**src/rtl/gea_pkg.sv**
```systemverilog
// shared constants and types for the geared encoder angle tracker
`default_nettype none
package gea_pkg;
    localparam int C_CNT_W     = 13;
    localparam int C_RANGE     = 2 ** C_CNT_W;
    localparam int C_HALF      = C_RANGE / 2;
    localparam int C_WINDOW    = 4000;
    localparam int C_RATIO_W   = 6;
    localparam int C_MAX_RATIO = 36;
    localparam int C_POS_W     = 19;
    localparam int C_ANG_W     = 16;
    localparam int C_ANG_MAX   = 18000;
    localparam int C_MAG_W     = C_POS_W - 1;
    localparam int C_ANG_SHIFT = 8;
    localparam int C_ANG_MUL   = 36000 * (2 ** C_ANG_SHIFT) / C_RANGE;
    localparam int C_MUL_W     = 11;
    localparam int C_PROD_W    = C_MAG_W + C_MUL_W;
    localparam int C_NUM_W     = C_PROD_W - C_ANG_SHIFT;
    localparam int C_STEP_W    = 5;
    localparam int C_CFG_IDX_W = 1;
    localparam int C_CFG_W     = 13;

    localparam logic [C_CFG_IDX_W-1:0] C_REG_ZERO_OFFSET = 1'b0;
    localparam logic [C_CFG_IDX_W-1:0] C_REG_GEAR_RATIO  = 1'b1;

    typedef struct packed {
        logic signed [C_POS_W-1:0] pos;
        logic [C_RATIO_W-1:0]      ratio;
        logic [C_RATIO_W-1:0]      idx;
    } t_entry;
endpackage
`default_nettype wire

```
**src/rtl/geared_encoder_angle_tracker.sv**
```systemverilog
// top level of the geared encoder angle tracker
//  channel  | direction | handshake     | words
//  input    | in        | push / full   | i_raw_count
//  result   | out       | empty / pop   | o_shaft_position, o_angle_centideg, o_turn_index
//  config   | in        | i_cfg_we      | i_cfg_idx, i_cfg_data
// a word passes the combinational front and waits in a two-entry queue
// the back takes one word at a time: a take state, a multiply state, a restoring
// divide by the gear ratio, one quotient bit per cycle, then load
// synchronous active-low reset clears turn state, queue and result valid flag
// full rises when the queue holds two words; a held result stalls the back, which stops popping the queue
`default_nettype none
module geared_encoder_angle_tracker (
    input  wire                                  i_clk,
    input  wire                                  i_rst_n,
    input  wire                                  push,
    output logic                                 full,
    input  wire [gea_pkg::C_CNT_W-1:0]           i_raw_count,
    output logic                                 empty,
    input  wire                                  pop,
    output logic signed [gea_pkg::C_POS_W-1:0]   o_shaft_position,
    output logic signed [gea_pkg::C_ANG_W-1:0]   o_angle_centideg,
    output logic [gea_pkg::C_RATIO_W-1:0]        o_turn_index,
    input  wire                                  i_cfg_we,
    input  wire [gea_pkg::C_CFG_IDX_W-1:0]       i_cfg_idx,
    input  wire [gea_pkg::C_CFG_W-1:0]           i_cfg_data
);
    import gea_pkg::*;

    logic [C_CNT_W-1:0]   r_zero_offset;
    logic [C_RATIO_W-1:0] r_gear_ratio;
    logic                 take;
    t_entry               f_entry;
    t_entry               q_entry;
    logic                 q_empty;
    logic                 q_pop;

    assign take = push && !full;

    always_ff @(posedge i_clk) begin
        if (!i_rst_n) begin
            r_zero_offset <= '0;
            r_gear_ratio  <= C_RATIO_W'(1);
        end else if (i_cfg_we) begin
            case (i_cfg_idx)
                C_REG_ZERO_OFFSET: r_zero_offset <= i_cfg_data[C_CNT_W-1:0];
                C_REG_GEAR_RATIO:  r_gear_ratio  <= i_cfg_data[C_RATIO_W-1:0];
                default: ;
            endcase
        end
    end

    gea_front u_front (
        .i_clk         (i_clk),
        .i_rst_n       (i_rst_n),
        .i_take        (take),
        .i_raw_count   (i_raw_count),
        .i_zero_offset (r_zero_offset),
        .i_gear_ratio  (r_gear_ratio),
        .o_entry       (f_entry)
    );

    gea_queue u_queue (
        .i_clk   (i_clk),
        .i_rst_n (i_rst_n),
        .i_push  (push),
        .i_entry (f_entry),
        .o_full  (full),
        .i_pop   (q_pop),
        .o_entry (q_entry),
        .o_empty (q_empty)
    );

    gea_back u_back (
        .i_clk            (i_clk),
        .i_rst_n          (i_rst_n),
        .i_q_empty        (q_empty),
        .i_entry          (q_entry),
        .o_q_pop          (q_pop),
        .i_pop            (pop),
        .o_empty          (empty),
        .o_shaft_position (o_shaft_position),
        .o_angle_centideg (o_angle_centideg),
        .o_turn_index     (o_turn_index)
    );

`ifndef SYNTHESIS
    a_turn_range: assert property (@(posedge i_clk) disable iff (!i_rst_n)
        !empty |-> o_turn_index < C_RATIO_W'(C_MAX_RATIO))
        else $error("turn index out of range");

    a_angle_range: assert property (@(posedge i_clk) disable iff (!i_rst_n)
        !empty |-> (o_angle_centideg <= C_ANG_W'(C_ANG_MAX))
                && (o_angle_centideg >= -C_ANG_W'(C_ANG_MAX)))
        else $error("angle out of range");

    a_angle_sign: assert property (@(posedge i_clk) disable iff (!i_rst_n)
        (!empty && o_angle_centideg < 0) |-> o_shaft_position < 0)
        else $error("angle sign disagrees with position");

    a_result_hold: assert property (@(posedge i_clk) disable iff (!i_rst_n)
        (!empty && !pop) |=> !empty && $stable(o_shaft_position))
        else $error("waiting result changed");
`endif
endmodule
`default_nettype wire

```
**src/rtl/gea_front.sv**
```systemverilog
// front stage: offset correction, turn tracking and shaft position
`default_nettype none
module gea_front (
    input  wire                          i_clk,
    input  wire                          i_rst_n,
    input  wire                          i_take,
    input  wire [gea_pkg::C_CNT_W-1:0]   i_raw_count,
    input  wire [gea_pkg::C_CNT_W-1:0]   i_zero_offset,
    input  wire [gea_pkg::C_RATIO_W-1:0] i_gear_ratio,
    output gea_pkg::t_entry              o_entry
);
    import gea_pkg::*;

    logic [C_CNT_W-1:0]   r_prev, n_prev;
    logic [C_RATIO_W-1:0] r_tc, n_tc;

    logic [C_RATIO_W-1:0]      eff_r;
    logic signed [C_CNT_W+1:0] st_pos;
    logic [C_CNT_W:0]          off_hi;
    logic [C_CNT_W-1:0]        cur;
    logic [C_RATIO_W-1:0]      tc0;
    logic [C_RATIO_W-1:0]      tc1;
    logic [C_POS_W-1:0]        total;
    logic [C_POS_W-1:0]        lim;
    logic [C_POS_W:0]          span;
    logic [C_POS_W:0]          mt_pos;
    logic                      up, down;

    always_comb begin
        if (i_gear_ratio == '0) begin
            eff_r = C_RATIO_W'(1);
        end else if (i_gear_ratio > C_RATIO_W'(C_MAX_RATIO)) begin
            eff_r = C_RATIO_W'(C_MAX_RATIO);
        end else begin
            eff_r = i_gear_ratio;
        end

        // single-turn folding
        off_hi = {1'b0, i_zero_offset} + (C_CNT_W+1)'(C_HALF);
        st_pos = $signed({2'b00, i_raw_count}) - $signed({2'b00, i_zero_offset});
        if (i_zero_offset < C_CNT_W'(C_HALF)) begin
            if ({1'b0, i_raw_count} > off_hi) begin
                st_pos = st_pos - (C_CNT_W+2)'(C_RANGE);
            end
        end else begin
            if (i_raw_count < i_zero_offset - C_CNT_W'(C_HALF)) begin
                st_pos = st_pos + (C_CNT_W+2)'(C_RANGE);
            end
        end

        // multi-turn tracking
        cur  = i_raw_count - i_zero_offset;
        tc0  = (r_tc >= eff_r) ? '0 : r_tc;
        up   = (r_prev > C_CNT_W'(C_RANGE - C_WINDOW)) && (cur < C_CNT_W'(C_WINDOW));
        down = (r_prev < C_CNT_W'(C_WINDOW)) && (cur > C_CNT_W'(C_RANGE - C_WINDOW));
        tc1  = tc0;
        if (up) begin
            tc1 = (tc0 + 1'b1 == eff_r) ? '0 : tc0 + 1'b1;
        end else if (down) begin
            tc1 = (tc0 == '0) ? eff_r - 1'b1 : tc0 - 1'b1;
        end
        total  = {tc1, cur};
        lim    = {1'b0, eff_r, {(C_CNT_W-1){1'b0}}};
        span   = {1'b0, eff_r, {C_CNT_W{1'b0}}};
        mt_pos = (total > lim) ? {1'b0, total} - span : {1'b0, total};

        o_entry.ratio = eff_r;
        if (eff_r == C_RATIO_W'(1)) begin
            o_entry.pos = C_POS_W'(st_pos);
            o_entry.idx = '0;
            n_prev      = r_prev;
            n_tc        = r_tc;
        end else begin
            o_entry.pos = mt_pos[C_POS_W-1:0];
            o_entry.idx = tc1;
            n_prev      = cur;
            n_tc        = tc1;
        end
    end

    always_ff @(posedge i_clk) begin
        if (!i_rst_n) begin
            r_prev <= '0;
            r_tc   <= '0;
        end else if (i_take) begin
            r_prev <= n_prev;
            r_tc   <= n_tc;
        end
    end
endmodule
`default_nettype wire

```
**src/rtl/gea_queue.sv**
```systemverilog
// two-entry queue between front and back stages
`default_nettype none
module gea_queue (
    input  wire             i_clk,
    input  wire             i_rst_n,
    input  wire             i_push,
    input  gea_pkg::t_entry i_entry,
    output logic            o_full,
    input  wire             i_pop,
    output gea_pkg::t_entry o_entry,
    output logic            o_empty
);
    import gea_pkg::*;

    t_entry     r_mem [2];
    logic       r_wr, r_rd;
    logic [1:0] r_cnt, n_cnt;
    logic       do_push, do_pop;

    assign o_full  = (r_cnt == 2'd2);
    assign o_empty = (r_cnt == 2'd0);
    assign o_entry = r_mem[r_rd];
    assign do_push = i_push && !o_full;
    assign do_pop  = i_pop && !o_empty;

    always_comb begin
        n_cnt = r_cnt;
        if (do_push && !do_pop) begin
            n_cnt = r_cnt + 2'd1;
        end else if (do_pop && !do_push) begin
            n_cnt = r_cnt - 2'd1;
        end
    end

    always_ff @(posedge i_clk) begin
        if (!i_rst_n) begin
            r_wr  <= 1'b0;
            r_rd  <= 1'b0;
            r_cnt <= '0;
        end else begin
            r_cnt <= n_cnt;
            if (do_push) begin
                r_wr <= ~r_wr;
            end
            if (do_pop) begin
                r_rd <= ~r_rd;
            end
        end
    end

    always_ff @(posedge i_clk) begin
        if (do_push) begin
            r_mem[r_wr] <= i_entry;
        end
    end
endmodule
`default_nettype wire

```
**src/rtl/gea_back.sv**
```systemverilog
// back stage: angle scaling, serial divide by ratio, result register
`default_nettype none
module gea_back (
    input  wire                             i_clk,
    input  wire                             i_rst_n,
    input  wire                             i_q_empty,
    input  gea_pkg::t_entry                 i_entry,
    output logic                            o_q_pop,
    input  wire                             i_pop,
    output logic                            o_empty,
    output logic signed [gea_pkg::C_POS_W-1:0] o_shaft_position,
    output logic signed [gea_pkg::C_ANG_W-1:0] o_angle_centideg,
    output logic [gea_pkg::C_RATIO_W-1:0]   o_turn_index
);
    import gea_pkg::*;

    localparam logic [1:0] S_IDLE = 2'd0;
    localparam logic [1:0] S_MUL  = 2'd1;
    localparam logic [1:0] S_DIV  = 2'd2;
    localparam logic [1:0] S_WAIT = 2'd3;

    logic [1:0]          r_state;
    logic [C_STEP_W-1:0] r_step;
    t_entry              r_cur;
    logic [C_NUM_W-1:0]  r_quo;
    logic [C_RATIO_W:0]  r_rem;
    logic                r_out_valid;

    logic [C_MAG_W-1:0]  mag;
    logic [C_POS_W-1:0]  neg_pos;
    logic [C_PROD_W-1:0] prod;
    logic [C_RATIO_W:0]  trial;
    logic                fits;
    logic [C_ANG_W-1:0]  q_ang;
    logic                out_free;

    assign o_empty  = !r_out_valid;
    assign o_q_pop  = (r_state == S_IDLE) && !i_q_empty;
    assign out_free = !r_out_valid || i_pop;

    always_comb begin
        neg_pos = -r_cur.pos;
        mag     = r_cur.pos[C_POS_W-1] ? neg_pos[C_MAG_W-1:0] : r_cur.pos[C_MAG_W-1:0];
        prod    = C_PROD_W'(mag) * C_PROD_W'(C_ANG_MUL);
        trial   = {r_rem[C_RATIO_W-1:0], r_quo[C_NUM_W-1]};
        fits    = trial >= {1'b0, r_cur.ratio};
        q_ang   = r_quo[C_ANG_W-1:0];
    end

    always_ff @(posedge i_clk) begin
        if (!i_rst_n) begin
            r_state     <= S_IDLE;
            r_step      <= '0;
            r_out_valid <= 1'b0;
        end else begin
            if (r_state == S_WAIT && out_free) begin
                r_out_valid <= 1'b1;
            end else if (i_pop && r_out_valid) begin
                r_out_valid <= 1'b0;
            end
            case (r_state)
                S_IDLE: begin
                    if (!i_q_empty) begin
                        r_state <= S_MUL;
                    end
                end
                S_MUL: begin
                    r_step  <= '0;
                    r_state <= S_DIV;
                end
                S_DIV: begin
                    r_step <= r_step + 1'b1;
                    if (r_step == C_STEP_W'(C_NUM_W - 1)) begin
                        r_state <= S_WAIT;
                    end
                end
                S_WAIT: begin
                    if (out_free) begin
                        r_state <= S_IDLE;
                    end
                end
                default: r_state <= S_IDLE;
            endcase
        end
    end

    always_ff @(posedge i_clk) begin
        if (r_state == S_IDLE && !i_q_empty) begin
            r_cur <= i_entry;
        end
        if (r_state == S_MUL) begin
            r_quo <= prod[C_PROD_W-1:C_ANG_SHIFT];
            r_rem <= '0;
        end else if (r_state == S_DIV) begin
            r_quo <= {r_quo[C_NUM_W-2:0], fits};
            r_rem <= fits ? trial - {1'b0, r_cur.ratio} : trial;
        end
        if (r_state == S_WAIT && out_free) begin
            o_shaft_position <= r_cur.pos;
            o_angle_centideg <= r_cur.pos[C_POS_W-1] ? -q_ang : q_ang;
            o_turn_index     <= r_cur.idx;
        end
    end
endmodule
`default_nettype wire

```
**config.mk**
```make
export PLATFORM = sky130hd
export DESIGN_NAME = geared_encoder_angle_tracker
export DESIGN_NICKNAME = d
export VERILOG_FILES = /design/src/rtl/gea_pkg.sv /design/src/rtl/geared_encoder_angle_tracker.sv /design/src/rtl/gea_front.sv /design/src/rtl/gea_queue.sv /design/src/rtl/gea_back.sv
export SDC_FILE = /design/constraint.sdc
export NUM_CORES = 1
export LEC_CHECK = 0
export ABC_AREA = 1
export BUFFER_PORTS_ARGS = -buffer_cell sky130_fd_sc_hd__buf_2
export CAP_MARGIN = 20
export CORE_MARGIN = 1
export CORE_UTILIZATION = 65
export DETAILED_ROUTE_END_ITERATION = 8
export PLACE_DENSITY = 0.84
export SYNTH_ARGS = -nofsm -noshare
export SYNTH_HDL_FRONTEND = slang
export SYNTH_SLANG_ARGS = --single-unit
```
**constraint.sdc**
```tcl
create_clock -name i_clk -period 15.4 [get_ports i_clk]
set_input_delay 4.62 -clock i_clk [delete_from_list [all_inputs] [get_ports i_clk]]
set_output_delay 4.62 -clock i_clk [all_outputs]
set_load 0.05 [all_outputs]
```
### Word level (Yosys, flattened, before mapping)

Memories as Yosys holds them, arrays and structs flattened. A register that Yosys moved wholly into a read port is not among the register bits.
Index checks and enable logic that the tools add are counted.

| cells by class | value |
|---|---|
| muxes and demuxes | 29 |
| order comparisons | 11 |
| add/sub/neg operators | 16 |
| eq/ne operators | 10 |
| multiply operators | 1 |
| reductions and logical operators | 26 |
| bitwise operators | 4 |

Operators by type and width:

| operator | count |
|---|---|
| $mux W6 | 9 |
| $mux W15 | 3 |
| $mux W21 | 2 |
| $mux W19 | 2 |
| $mul A18 B11 Y29 const B | 1 |
| $gt A13 B13 Y1 const B | 2 |
| $lt A13 B12 Y1 const B | 2 |
| $gt A19 B18 Y1 | 1 |
| $sub A19 B19 Y19 | 1 |
| $mux W18 | 1 |
| $neg A18 Y18 | 1 |
| $mux W16 | 1 |
| $neg A16 Y16 | 1 |
| $add A15 B15 Y15 const B | 1 |
| $sub A15 B15 Y15 const B | 1 |
| $add A13 B13 Y14 const B | 1 |
| $gt A13 B14 Y1 | 1 |
| $sub A13 B13 Y14 | 1 |
| $lt A13 B13 Y1 | 1 |
| $lt A13 B13 Y1 const B | 1 |
| $sub A13 B13 Y13 | 1 |
| $sub A13 B13 Y13 const B | 1 |
| $logic_not A6 Y1 | 2 |
| $sub A6 B1 Y6 const B | 2 |
| other kinds (27) | 57 |

| storage, ports and cells | value |
|---|---|
| memory bits (writable) | 62 |
| memories kept | 1 |
| register bits | 118 |
| output and inout bits | 43 |
| input bits | 32 |

Memories:

| memory | depth | bits a word | rd ports | clocked after memory_dff | write ports | line | text |
|---|---|---|---|---|---|---|---|
| u_queue.r_mem | 2 | 31 | 1 | 1 | 1 | gea_queue.sv:15 | `t_entry r_mem [2];` |

### Depth between registers and ports, before layout

Gate-level depths: netlist of the first run.

| depth | value |
|---|---|
| word-level depth | 12 |
| depth in mapped cells | 36 |
| mapped depth without buffers | 36 |

### Modules after synthesis

A second synthesis of the first run with hierarchy kept.

| unflattened totals | value |
|---|---|
| cells, all modules | 1720 |
| area total of the unflattened synthesis | 15050.7 um^2 |

By module, submodules not included:

| module | sequential area each (um^2) | times used | cells each | area an instance (um^2) |
|---|---|---|---|---|
| gea_back | 3072.9 | 1 | 901 | 8435.6 |
| gea_front | 380.4 | 1 | 571 | 3340.7 |
| gea_queue | 1961.9 | 1 | 134 | 2497.4 |
| geared_encoder_angle_tracker | 380.4 | 1 | 114 | 777.0 |

### Worst setup path before layout of the first run

No wires, ideal clock.

| timing path | value |
|---|---|
| path type | input port to flip-flop |
| start point | input i_raw_count[0] in the netlist's numbering |
| end point | memory u_queue.r_mem[0][26] in the netlist's numbering, data pin |
| setup slack | 7197 ps |
| data arrival time | 7943 ps |
| cell stages on the path | 27 |
| path buffers | 0 |
| cells stage by stage | inv_1 -> ha_1 -> fa_1 -> inv_1 -> nand3_1 -> nand2_4 -> nand2_2 -> nand3b_1 -> nand2_2 -> nor2_1 -> o211ai_1 -> o21ai_4 -> inv_2 -> nand2_2 -> nor2_1 -> a31oi_1 -> inv_1 -> ha_1 -> nand4_1 -> nor4_1 -> nand4_1 -> o21bai_1 -> nand2_4 -> nand2_2 -> inv_2 -> o21ai_1 -> nand2_1 |

RTL lines:

| element | line | text |
|---|---|---|
| from (decl) | geared_encoder_angle_tracker.sv:17 | `input wire [gea_pkg::C_CNT_W-1:0] i_raw_count,` |
| to (decl) | gea_queue.sv:15 |  |

==> results.py, run 1 <==
metrics = {
    "sta": {
        "fmax_mhz": 122,
        "min_period_over_period_pct": 53.4,
        "fin_setup_tns_ns": 0,
        "slew_headroom_pct": 29.4,
        "final-hold-violation-count": 0,
        "tightest_slew_ns": 1.06,
        "setup_viol": 0,
        "skew_ns": 0.0283,
        "layout_min_cycle_time_ns": 8.22,
        "rsz0062_at_grt": "no",
        "slew_violations": 0,
    },
    "logic_synthesis": {
        "synth_cell_types": 49,
        "synth_area_sq_mm": 0.0143,
        "syn_inst": 1625,
        "synth_edf_count": 155,
        "ys_seq_area_share_pct": 40.4,
        "avgSynthCellArea_sq_um": 8.80,
        "ys_warn_count": 0,
        "ys.flop_type": "edfxtp_1",
        "synth_seq_cells": 211,
        "syn-num-nets": 1856,
        "async_reset_ff_share_pct": 0,
    },
    "worst_setup_path": {
        "start_kind": "input port",
        "cp.required_ns": 15.67,
        "arrival_ns": 8.49,
        "end_kind": "flop",
        "worstPathMaxFanout": 7,
        "worst-setup-path-type": "in -> reg",
    },
    "finish": {
        "num_antenna_cells": 0,
        "finalNetCount": 1938,
        "final_common_cell": "nand2_1",
        "final_cell_mix": "nand2_1 (349), inv_1 (254), ha_1 (158), edfxtp_1 (155), a21oi_1 (104)",
        "syn_to_final_growth_pct": 10.3,
        "drive_gt1_share_pct": 11.8,
    },
    "routing": {
        "wl_um": 32000,
        "drcViolationCount": 0,
        "vias": 11300,
        "drt_iter0_markers": 697,
        "drtAntennaViolNets": 0,
        "via_per_inst": 5.66,
        "routedWlPerCell_um": 16.0,
        "dr.pass1.iters": 6,
    },
    "grt": {
        "grt_pass1_vias": 10900,
        "grt.overflow.total": 0,
        "grt_first_pass_wirelength_um": 51400,
        "grt_max_degree": 37,
        "grt_usage_pct": 29.0,
        "grt_antenna_before_repair": 1,
    },
    "floorplan": {
        "initial_core_util_pct": 67.1,
        "fp.dieArea_sq_mm": 0.0226,
        "core-area_sq_mm": 0.0213,
        "io_pins": 75,
        "die_y_um": 150,
        "fp.dieW_um": 150,
        "num_rows": 53,
    },
    "cts": {
        "tritoncts": "built",
        "post_cts_buffers": 0,
        "cts_sinks": 211,
        "clkTransAtPathRegs_ns": 0.06,
        "cts-hold-fix-buffers": 0,
        "clkLatencyLatePin_ns": 0.52,
        "cts_buffer_depth": 3,
        "numCtsBuffers": 22,
        "post_cts_resized": 0,
        "cts_max_level": 1,
        "root_buffer": "clkbuf_16",
    },
    "hold_path": {
        "hp-class": "reg -> reg",
    },
    "status": {
        "outcome": "finished clean",
    },
    "job": {
        "drv_cap": 0,
    },
    "placement": {
        "place.gp.congestion": 0.961,
        "dp_hpwl_um": 24100,
        "io_buffer_count": 74,
    },
}
==> final cells by class <==
cell class	instances	area (sq um)
Inverter	275	1030
Clock buffer	28	604
Sequential cell	211	5780
Tap cell	275	344
Multi-Input combinational cell	1113	7400
Clock inverter	12	148
Fill cell	1528	5520
Timing Repair Buffer	84	463
==> worst paths after layout <==
check | start | end | slack [ns] | cells past startpoint
hold / removal | u_back.r_cur[3] | u_back.o_turn_index[3] | 0.42 | 0
setup reg to reg | u_back.r_cur[12] | u_back.r_quo[17] | 8.86 | 28
setup / recovery | i_raw_count[0] | u_queue.r_mem[0][26] | 7.18 | 28
hold reg to reg | u_back.r_cur[3] | u_back.o_turn_index[3] | 0.42 | 0
==> cell families (layout without fill, tap and decap cells) <==
group                      count (synthesis)  count (layout)  synth area share [%]
DFF                                      211             211                  40.4
xor gates and xnor gates                  55              55                  3.47
AOI/OAI and AO/OA                        255             255                  9.81
adders and majority gates                199             199                  19.6
and+or+nand+nor                          604             604                  18.8
buffers and inverters                    301             399                  7.90
==> sequential cells by signal (all words and copies together), names as in the netlist <==
| signal | flops |
|---|---|
| u_back.o_shaft_position | 19 |
| u_back.r_out_valid | 1 |
| u_queue.r_wr | 1 |
| r_zero_offset | 13 |
| u_back.r_cur | 31 |
| u_back.r_rem | 6 |
| u_back.r_quo | 21 |
| u_back.o_turn_index | 6 |
| u_queue.r_cnt | 2 |
| u_back.r_step | 5 |
| u_back.r_state | 2 |
| u_queue.r_rd | 1 |
| r_gear_ratio | 6 |
| u_front.r_prev | 13 |
| u_front.r_tc | 6 |
| u_back.o_angle_centideg | 16 |
| u_queue.r_mem | 62 |
==> metrics by stage <==
| step | instances | worst slack [ns] | utilization (%) | hold slack [ns] | area, sq um |
|---|---|---|---|---|---|
| after floorplan | 1625 | 7.20 | - | 0.400 | 14300 |
| after CTS | 1996 | 7.26 | 73.9 | 0.425 | 15700 |
| after detailed placement | 1956 | 6.73 | 70.4 | 0.411 | 15000 |
| after global routing | 1998 | 6.76 | 74.1 | 0.429 | 15800 |
| final | 1998 | 7.18 | 74.1 | 0.423 | 15800 |
| after global placement | 1956 | 6.79 | 70.4 | 0.402 | 15000 |
==> per-layer routing <==
layer,wire length (um),global-route usage [%],part of all wire (%)
met1,12900,33.6,40
met2,16100,53.7,50
met3,1740,3.73,5.5
met4,1160,11.6,3.6
met5,17,0,0.053
==> cell usage after synthesis (22+ instances only) <==
master      n  area, sq um
o21ai_0    95          475
fa_1       41          821
nand4_1    22          138
nand2_2    22          138
xor2_1     36          315
dfxtp_1    56         1120
a21oi_1   105          526
nand2_1   349         1310
nor2_1     91          342
ha_1      158         1980
clkbuf_1   24         90.1
nand3_1    63          315
inv_1     254          953
edfxtp_1  155         4650
==> critical path: stages <==
cell      delay (ns)
buf_2           0.08
inv_1           0.03
ha_1            0.21
fa_1            0.41
inv_1           0.11
nand3_1         0.11
nand2_4         0.11
nand2_2         0.05
nand3b_1        0.09
nand2_2         0.09
nor2_1          0.12
o211ai_1        0.13
o21ai_4         0.27
inv_2           0.11
nand2_2         0.10
nor2_1          0.05
a31oi_1         0.13
inv_1           0.11
ha_1            0.32
nand4_1         0.08
nor4_1          0.28
nand4_1         0.12
o21bai_1        0.25
nand2_4         0.10
nand2_2         0.10
inv_2           0.06
o21ai_1         0.13
nand2_1         0.08
Power of run 1 is left out: the tool's default activity adds up to more than one toggle a clock period on the data nets, which glitch-free logic cannot reach.
==> run 2: changes to the inputs <==
Settings changed: ABC_AREA 1 to 0, CORE_UTILIZATION 65 to 56, PLACE_DENSITY 0.84 to 0.77.
Clock period 15.4 ns to 6.7 ns, I/O delays scaled along.
==> results.py, run 2 <==
metrics = {
    "finish": {
        "final_common_cell": "inv_1",
        "final_cell_mix": "inv_1 (159), ha_1 (158), edfxtp_1 (155), nand2_1 (111), nor2_1 (79)",
        "num_antenna_cells": 0,
        "num-fill-cells": 1907,
        "reg_top3": "u_queue.r_mem x62, u_back.r_cur x31, u_back.r_quo x21",
        "ff_latch_area_sq_mm": 0.00578,
        "regMostFlops": "u_queue.r_mem",
        "finalNetCount": 1647,
        "syn_to_final_growth_pct": 13.4,
        "multi_input_area_sq_mm": 0.00735,
        "largest_reg_flops": 62,
        "drive_gt1_share_pct": 16.6,
    },
    "floorplan": {
        "initial_core_util_pct": 57.1,
        "fp.dieArea_sq_mm": 0.0254,
        "io_pins": 75,
        "num_rows": 57,
        "core-area_sq_mm": 0.0242,
        "die_y_um": 159,
        "fp.dieW_um": 159,
    },
    "logic_synthesis": {
        "synth_largest_area_cell": "edfxtp_1",
        "ys_seq_area_share_pct": 41.7,
        "avgSynthCellArea_sq_um": 10.6,
        "synth_cell_types": 85,
        "synth_seq_cells": 211,
        "synth_top_area_share_pct": 33.6,
        "synth_area_sq_mm": 0.0138,
        "ys_warn_count": 0,
        "synth_area_leaders": "edfxtp_1 (34%), ha_1 (14%), dfxtp_1 (8.1%)",
        "synth_edf_count": 155,
        "async_reset_ff_share_pct": 0,
        "syn-num-nets": 1541,
        "ys.flop_type": "edfxtp_1",
        "syn_inst": 1310,
        "synth_most_common_cell": "inv_1",
        "synth_commonest_cells": "inv_1 (159), ha_1 (158), edfxtp_1 (155), nand2_1 (111), nor2_1 (80)",
    },
    "job": {
        "drv_cap": 0,
    },
    "routing": {
        "vias": 9824,
        "dr.pass1.iters": 5,
        "drt_iter0_markers": 557,
        "via_per_inst": 5.59,
        "wl_um": 29300,
        "drtAntennaViolNets": 0,
        "drcViolationCount": 0,
        "routedWlPerCell_um": 16.7,
    },
    "sta": {
        "layout_min_cycle_time_ns": 6.32,
        "skew_ns": 0.0143,
        "min_period_over_period_pct": 94.3,
        "rsz0062_at_grt": "no",
        "slew_violations": 0,
        "fin_hold_ws_ns": 0.417,
        "setup_viol": 0,
        "tightest_slew_ns": 0.832,
        "slew_headroom_pct": 44.5,
        "final-hold-violation-count": 0,
        "fmax_mhz": 158,
    },
    "cts": {
        "numCtsBuffers": 24,
        "cts_max_level": 1,
        "clkTransAtPathRegs_ns": 0.06,
        "root_buffer": "clkbuf_16",
        "cts-hold-fix-buffers": 0,
        "cts_sinks": 211,
        "tritoncts": "built",
        "cts_buffer_depth": 3,
        "clkLatencyLatePin_ns": 0.52,
    },
    "placement": {
        "place.gp.congestion": 0.919,
        "dp_hpwl_um": 21700,
        "io_buffer_count": 74,
    },
    "grt": {
        "grt_usage_pct": 23.4,
        "grt_antenna_before_repair": 0,
        "grt_first_pass_wirelength_um": 47900,
        "grt.overflow.total": 0,
        "grt_max_degree": 47,
        "grt_pass1_vias": 9918,
    },
    "worst_setup_path": {
        "crit_slowest_cell": "nor4_1",
        "end_kind": "flop",
        "worstPathMaxFanout": 5,
        "worst-setup-path-type": "reg -> reg",
        "cp.required_ns": 6.97,
        "start_kind": "flop",
        "arrival_ns": 6.59,
        "rr_worst_depth": 18,
        "path_cells": "nor4_1 > nand2_1 > o31ai_1 > xnor2_1 > ha_1 > ha_1 > inv_1 > fa_1 > inv_1 > fa_1 > fa_1 > ha_1 > a21oi_1 > o21ai_1 > a211o_1 > a311oi_2 > xnor2_1 > mux2_2",
        "slowest_delay_ns": 0.58,
    },
    "hold_path": {
        "whs_path_depth": 0,
        "hp-class": "reg -> reg",
    },
    "status": {
        "outcome": "finished clean",
    },
}
## run 2: changes by cell type in the layout (fill, tap and decap cells not counted), moves of 13 or more
cell,previous run,this run
inv_1,254,159
nand2b_1,0,16
inv_2,21,1
nand2_1,349,111
nand4_1,22,9
nand3_1,63,30
nand2_2,22,0
mux2_2,0,45
xnor2_1,18,54
xor2_1,36,22
o21ai_0,95,46
a211oi_1,3,20
a21oi_1,104,72
buf_4,8,44
## run 2: cell type report
type | instances | share of cell area [%]
clock inverters | 8 | 0.654
repair buffers | 120 | 4.82
inverters | 160 | 3.83
flip-flops and latches | 211 | 36.8
multi-input cells | 899 | 46.9
well taps | 324 | 2.58
clock buffers | 36 | 4.44
## run 2: per-stage QoR
stage | setup slack (ns) | cells | setup TNS [ns] | instance area, sq um | util (%)
floorplan | 0.290 | 1310 | 0 | 13800 | -
global placement | 0.0676 | 1712 | 0 | 14800 | 61.0
detailed placement | -0.0489 | 1713 | -0.326 | 14800 | 61.1
CTS | 0.231 | 1757 | 0 | 15600 | 64.4
global route | 0.0496 | 1758 | 0 | 15700 | 64.7
finish | 0.380 | 1758 | 0 | 15700 | 64.7
## run 2: critical path: cells and delay by family (launching register included)
family          cells  cell delay, ns
fa+ha+maj           6            2.57
xor+xnor            2            0.49
mux                 1            0.26
buf+inv             2            0.11
simple gates        2            0.78
compound gates      5            1.31
flops               1            0.53
## run 2: final timing paths
| check | start | end | slack [ns] |
|---|---|---|---|
| hold / removal | u_back.r_cur[0] | u_back.o_turn_index[0] | 0.42 |
| hold reg to reg | u_back.r_cur[0] | u_back.o_turn_index[0] | 0.42 |
| setup / recovery | u_back.r_cur[21] | u_back.r_quo[18] | 0.38 |
| setup reg to reg | u_back.r_cur[21] | u_back.r_quo[18] | 0.38 |
## run 2: cells by family (layout without fill, tap and decap cells)
| kind of cell | after synthesis | count (layout) | share of synthesized area [%] |
|---|---|---|---|
| mux | 56 | 56 | 4.47 |
| buf+inv | 200 | 324 | 5.55 |
| simple gates | 320 | 320 | 11.0 |
| compound gates | 245 | 245 | 11.9 |
| fa+ha+maj | 199 | 199 | 20.2 |
| flops | 211 | 211 | 41.7 |
| xor+xnor | 79 | 79 | 5.10 |
## run 2: routing by layer
layer,vias up,global-route usage (%),share of wire [%]
li1,4825,-,-
met1,4685,28.4,42
met2,247,42.3,51
met3,67,3.46,4.8
met4,0,8.04,2.9
met5,-,0,0
## run 2: timing repair
| action | 4_1_cts | 5_1_grt |
|---|---|---|
| setup endpoints to repair | 0 | 9 |
| setup buffers | 0 | 0 |
| resized for setup | 0 | 9 |
Power of run 2 is left out for the same reason.
==> run 3: changes to the inputs <==
Settings changed: CORE_UTILIZATION 56 to 62, PLACE_DENSITY 0.77 to 0.81.
Clock period 6.7 ns to 7.1 ns, I/O delays scaled along.
==> results.py, run 3 (same netlist as run 2, synthesis figures left out) <==
metrics = {
    "status": {
        "outcome": "finished clean",
    },
    "sta": {
        "skew_ns": 0.0261,
        "slew_headroom_pct": 44.2,
        "min_period_over_period_pct": 93.1,
        "tightest_slew_ns": 0.837,
        "final-hold-violation-count": 0,
        "setup_viol": 0,
        "layout_min_cycle_time_ns": 6.61,
        "fin_setup_tns_ns": 0,
        "fmax_mhz": 151,
        "rsz0062_at_grt": "no",
        "slew_violations": 0,
    },
    "finish": {
        "drive_gt1_share_pct": 15.1,
        "reg_top3": "u_queue.r_mem x62, u_back.r_cur x31, u_back.r_quo x21",
        "final_cell_mix": "inv_1 (159), ha_1 (158), edfxtp_1 (155), nand2_1 (111), nor2_1 (79)",
        "finalNetCount": 1629,
        "syn_to_final_growth_pct": 12.0,
        "largest_reg_flops": 62,
        "final_common_cell": "inv_1",
        "num-fill-cells": 1553,
        "num_antenna_cells": 0,
        "regMostFlops": "u_queue.r_mem",
    },
    "grt": {
        "grt_antenna_before_repair": 0,
        "grt_max_degree": 47,
        "grt.overflow.total": 0,
        "grt_pass1_vias": 9898,
        "grt_first_pass_wirelength_um": 47800,
        "grt_usage_pct": 26.8,
    },
    "hold_path": {
        "whs_path_depth": 0,
        "holdPathEnd": "u_back.o_turn_index[2]",
        "hold_start": "u_back.r_cur[2]",
        "hp-class": "reg -> reg",
    },
    "routing": {
        "dr.pass1.iters": 5,
        "wl_um": 30100,
        "routedWlPerCell_um": 17.8,
        "drt_iter0_markers": 541,
        "drcViolationCount": 0,
        "via_per_inst": 5.87,
        "vias": 9942,
        "drtAntennaViolNets": 0,
    },
    "floorplan": {
        "fp.dieW_um": 151,
        "num_rows": 54,
        "io_pins": 75,
        "fp.dieArea_sq_mm": 0.0229,
        "initial_core_util_pct": 63.2,
        "die_y_um": 151,
        "core-area_sq_mm": 0.0219,
    },
    "worst_setup_path": {
        "worst-setup-path-type": "reg -> reg",
        "rrSetupSlack_ns": 0.49,
        "worstPathMaxFanout": 5,
        "path_cells": "inv_1 > ha_1 > nand2_1 > or4_1 > o41ai_1 > xnor2_1 > ha_1 > ha_1 > inv_1 > fa_1 > inv_1 > fa_1 > fa_1 > ha_1 > nor3_1 > o211ai_1 > a21oi_1 > o21ai_1 > a211o_1 > a311oi_1 > xnor2_1 > mux2_2",
        "arrival_ns": 6.88,
        "timing.rr.start": "u_back.r_cur[13]",
        "end_kind": "flop",
        "slowest_delay_ns": 0.53,
        "start_kind": "flop",
        "crit_slowest_cell": "fa_1",
        "r2r_end": "u_back.r_quo[18]",
        "cp_common_cell": "ha_1",
        "rr_worst_depth": 22,
        "cp.required_ns": 7.37,
    },
    "cts": {
        "numCtsBuffers": 24,
        "cts-hold-fix-buffers": 0,
        "root_buffer": "clkbuf_16",
        "post_cts_buffers": 0,
        "cts_max_level": 1,
        "tritoncts": "built",
        "cts_sinks": 211,
        "clkTransAtPathRegs_ns": 0.06,
        "cts_buffer_depth": 3,
        "clkLatencyLatePin_ns": 0.52,
        "post_cts_resized": 0,
    },
    "placement": {
        "dp_hpwl_um": 22100,
        "place.gp.congestion": 0.906,
        "io_buffer_count": 74,
    },
    "job": {
        "drv_cap": 0,
    },
}
==> run 3: cell count changes in the layout (fill, tap and decap cells not counted), sizes merged <==
| cell | change |
|---|---|
| buf | -18 |
| bufinv | +4 |
| clkbuf | -9 |
| clkinv | +6 |
| clkinvlp | -2 |
==> run 3: metrics by stage <==
step / util (%) / worst slack [ns] / instances / hold WS (ns) / instance area, sq um
CTS: 70.7 / 0.454 / 1694 / 0.425 / 15500
global route: 70.8 / 0.0820 / 1695 / 0.429 / 15500
global placement: 66.7 / 0.260 / 1651 / 0.401 / 14600
detailed placement: 66.7 / 0.128 / 1651 / 0.411 / 14600
finish: 70.8 / 0.487 / 1695 / 0.424 / 15500
floorplan: - / 0.613 / 1310 / 0.400 / 13800
==> run 3: worst max path at each step <==
stage / from / slack [ns] / endpoint / depth (start not counted)
finish: u_back.r_cur[13] / 0.49 / u_back.r_quo[18] / 22
global route: r_gear_ratio[2] / 0.08 / u_queue.r_mem[1][28] / 29
CTS: u_back.r_cur[13] / 0.45 / u_back.r_quo[18] / 22
detailed placement: i_raw_count[0] / 0.13 / u_queue.r_mem[1][28] / 22
global placement: i_raw_count[0] / 0.26 / u_queue.r_mem[0][28] / 22
floorplan: i_raw_count[0] / 0.61 / u_queue.r_mem[0][28] / 21
==> run 3: cell type report <==
type / count / area (sq um) / area share (%)
Clock buffer: 27 / 633 / 4.08
Clock inverter: 16 / 236 / 1.53
Inverter: 160 / 601 / 3.87
Multi-Input combinational cell: 899 / 7310 / 47.1
Sequential cell: 211 / 5780 / 37.3
Tap cell: 280 / 350 / 2.26
Timing Repair Buffer: 102 / 601 / 3.87
==> run 3: worst max-delay path, delay by kind of cell (launching register included) <==
kind,cells,cell delay (ns)
AOI/OAI and AO/OA,6,1.64
buffers and inverters,3,0.23
DFF,1,0.42
adders and majority gates,7,2.58
xor gates and xnor gates,2,0.45
and+or+nand+nor,3,0.77
muxes,1,0.27
==> run 3: routing by layer <==
layer | track usage, % | vias up | wire length, um
met5 | 0 | - | 0
met4 | 10.5 | 0 | 1060
met3 | 4.31 | 79 | 1560
met2 | 47.6 | 281 | 15200
met1 | 32.5 | 4781 | 12300
li1 | - | 4801 | -
Power of run 3 is left out for the same reason.
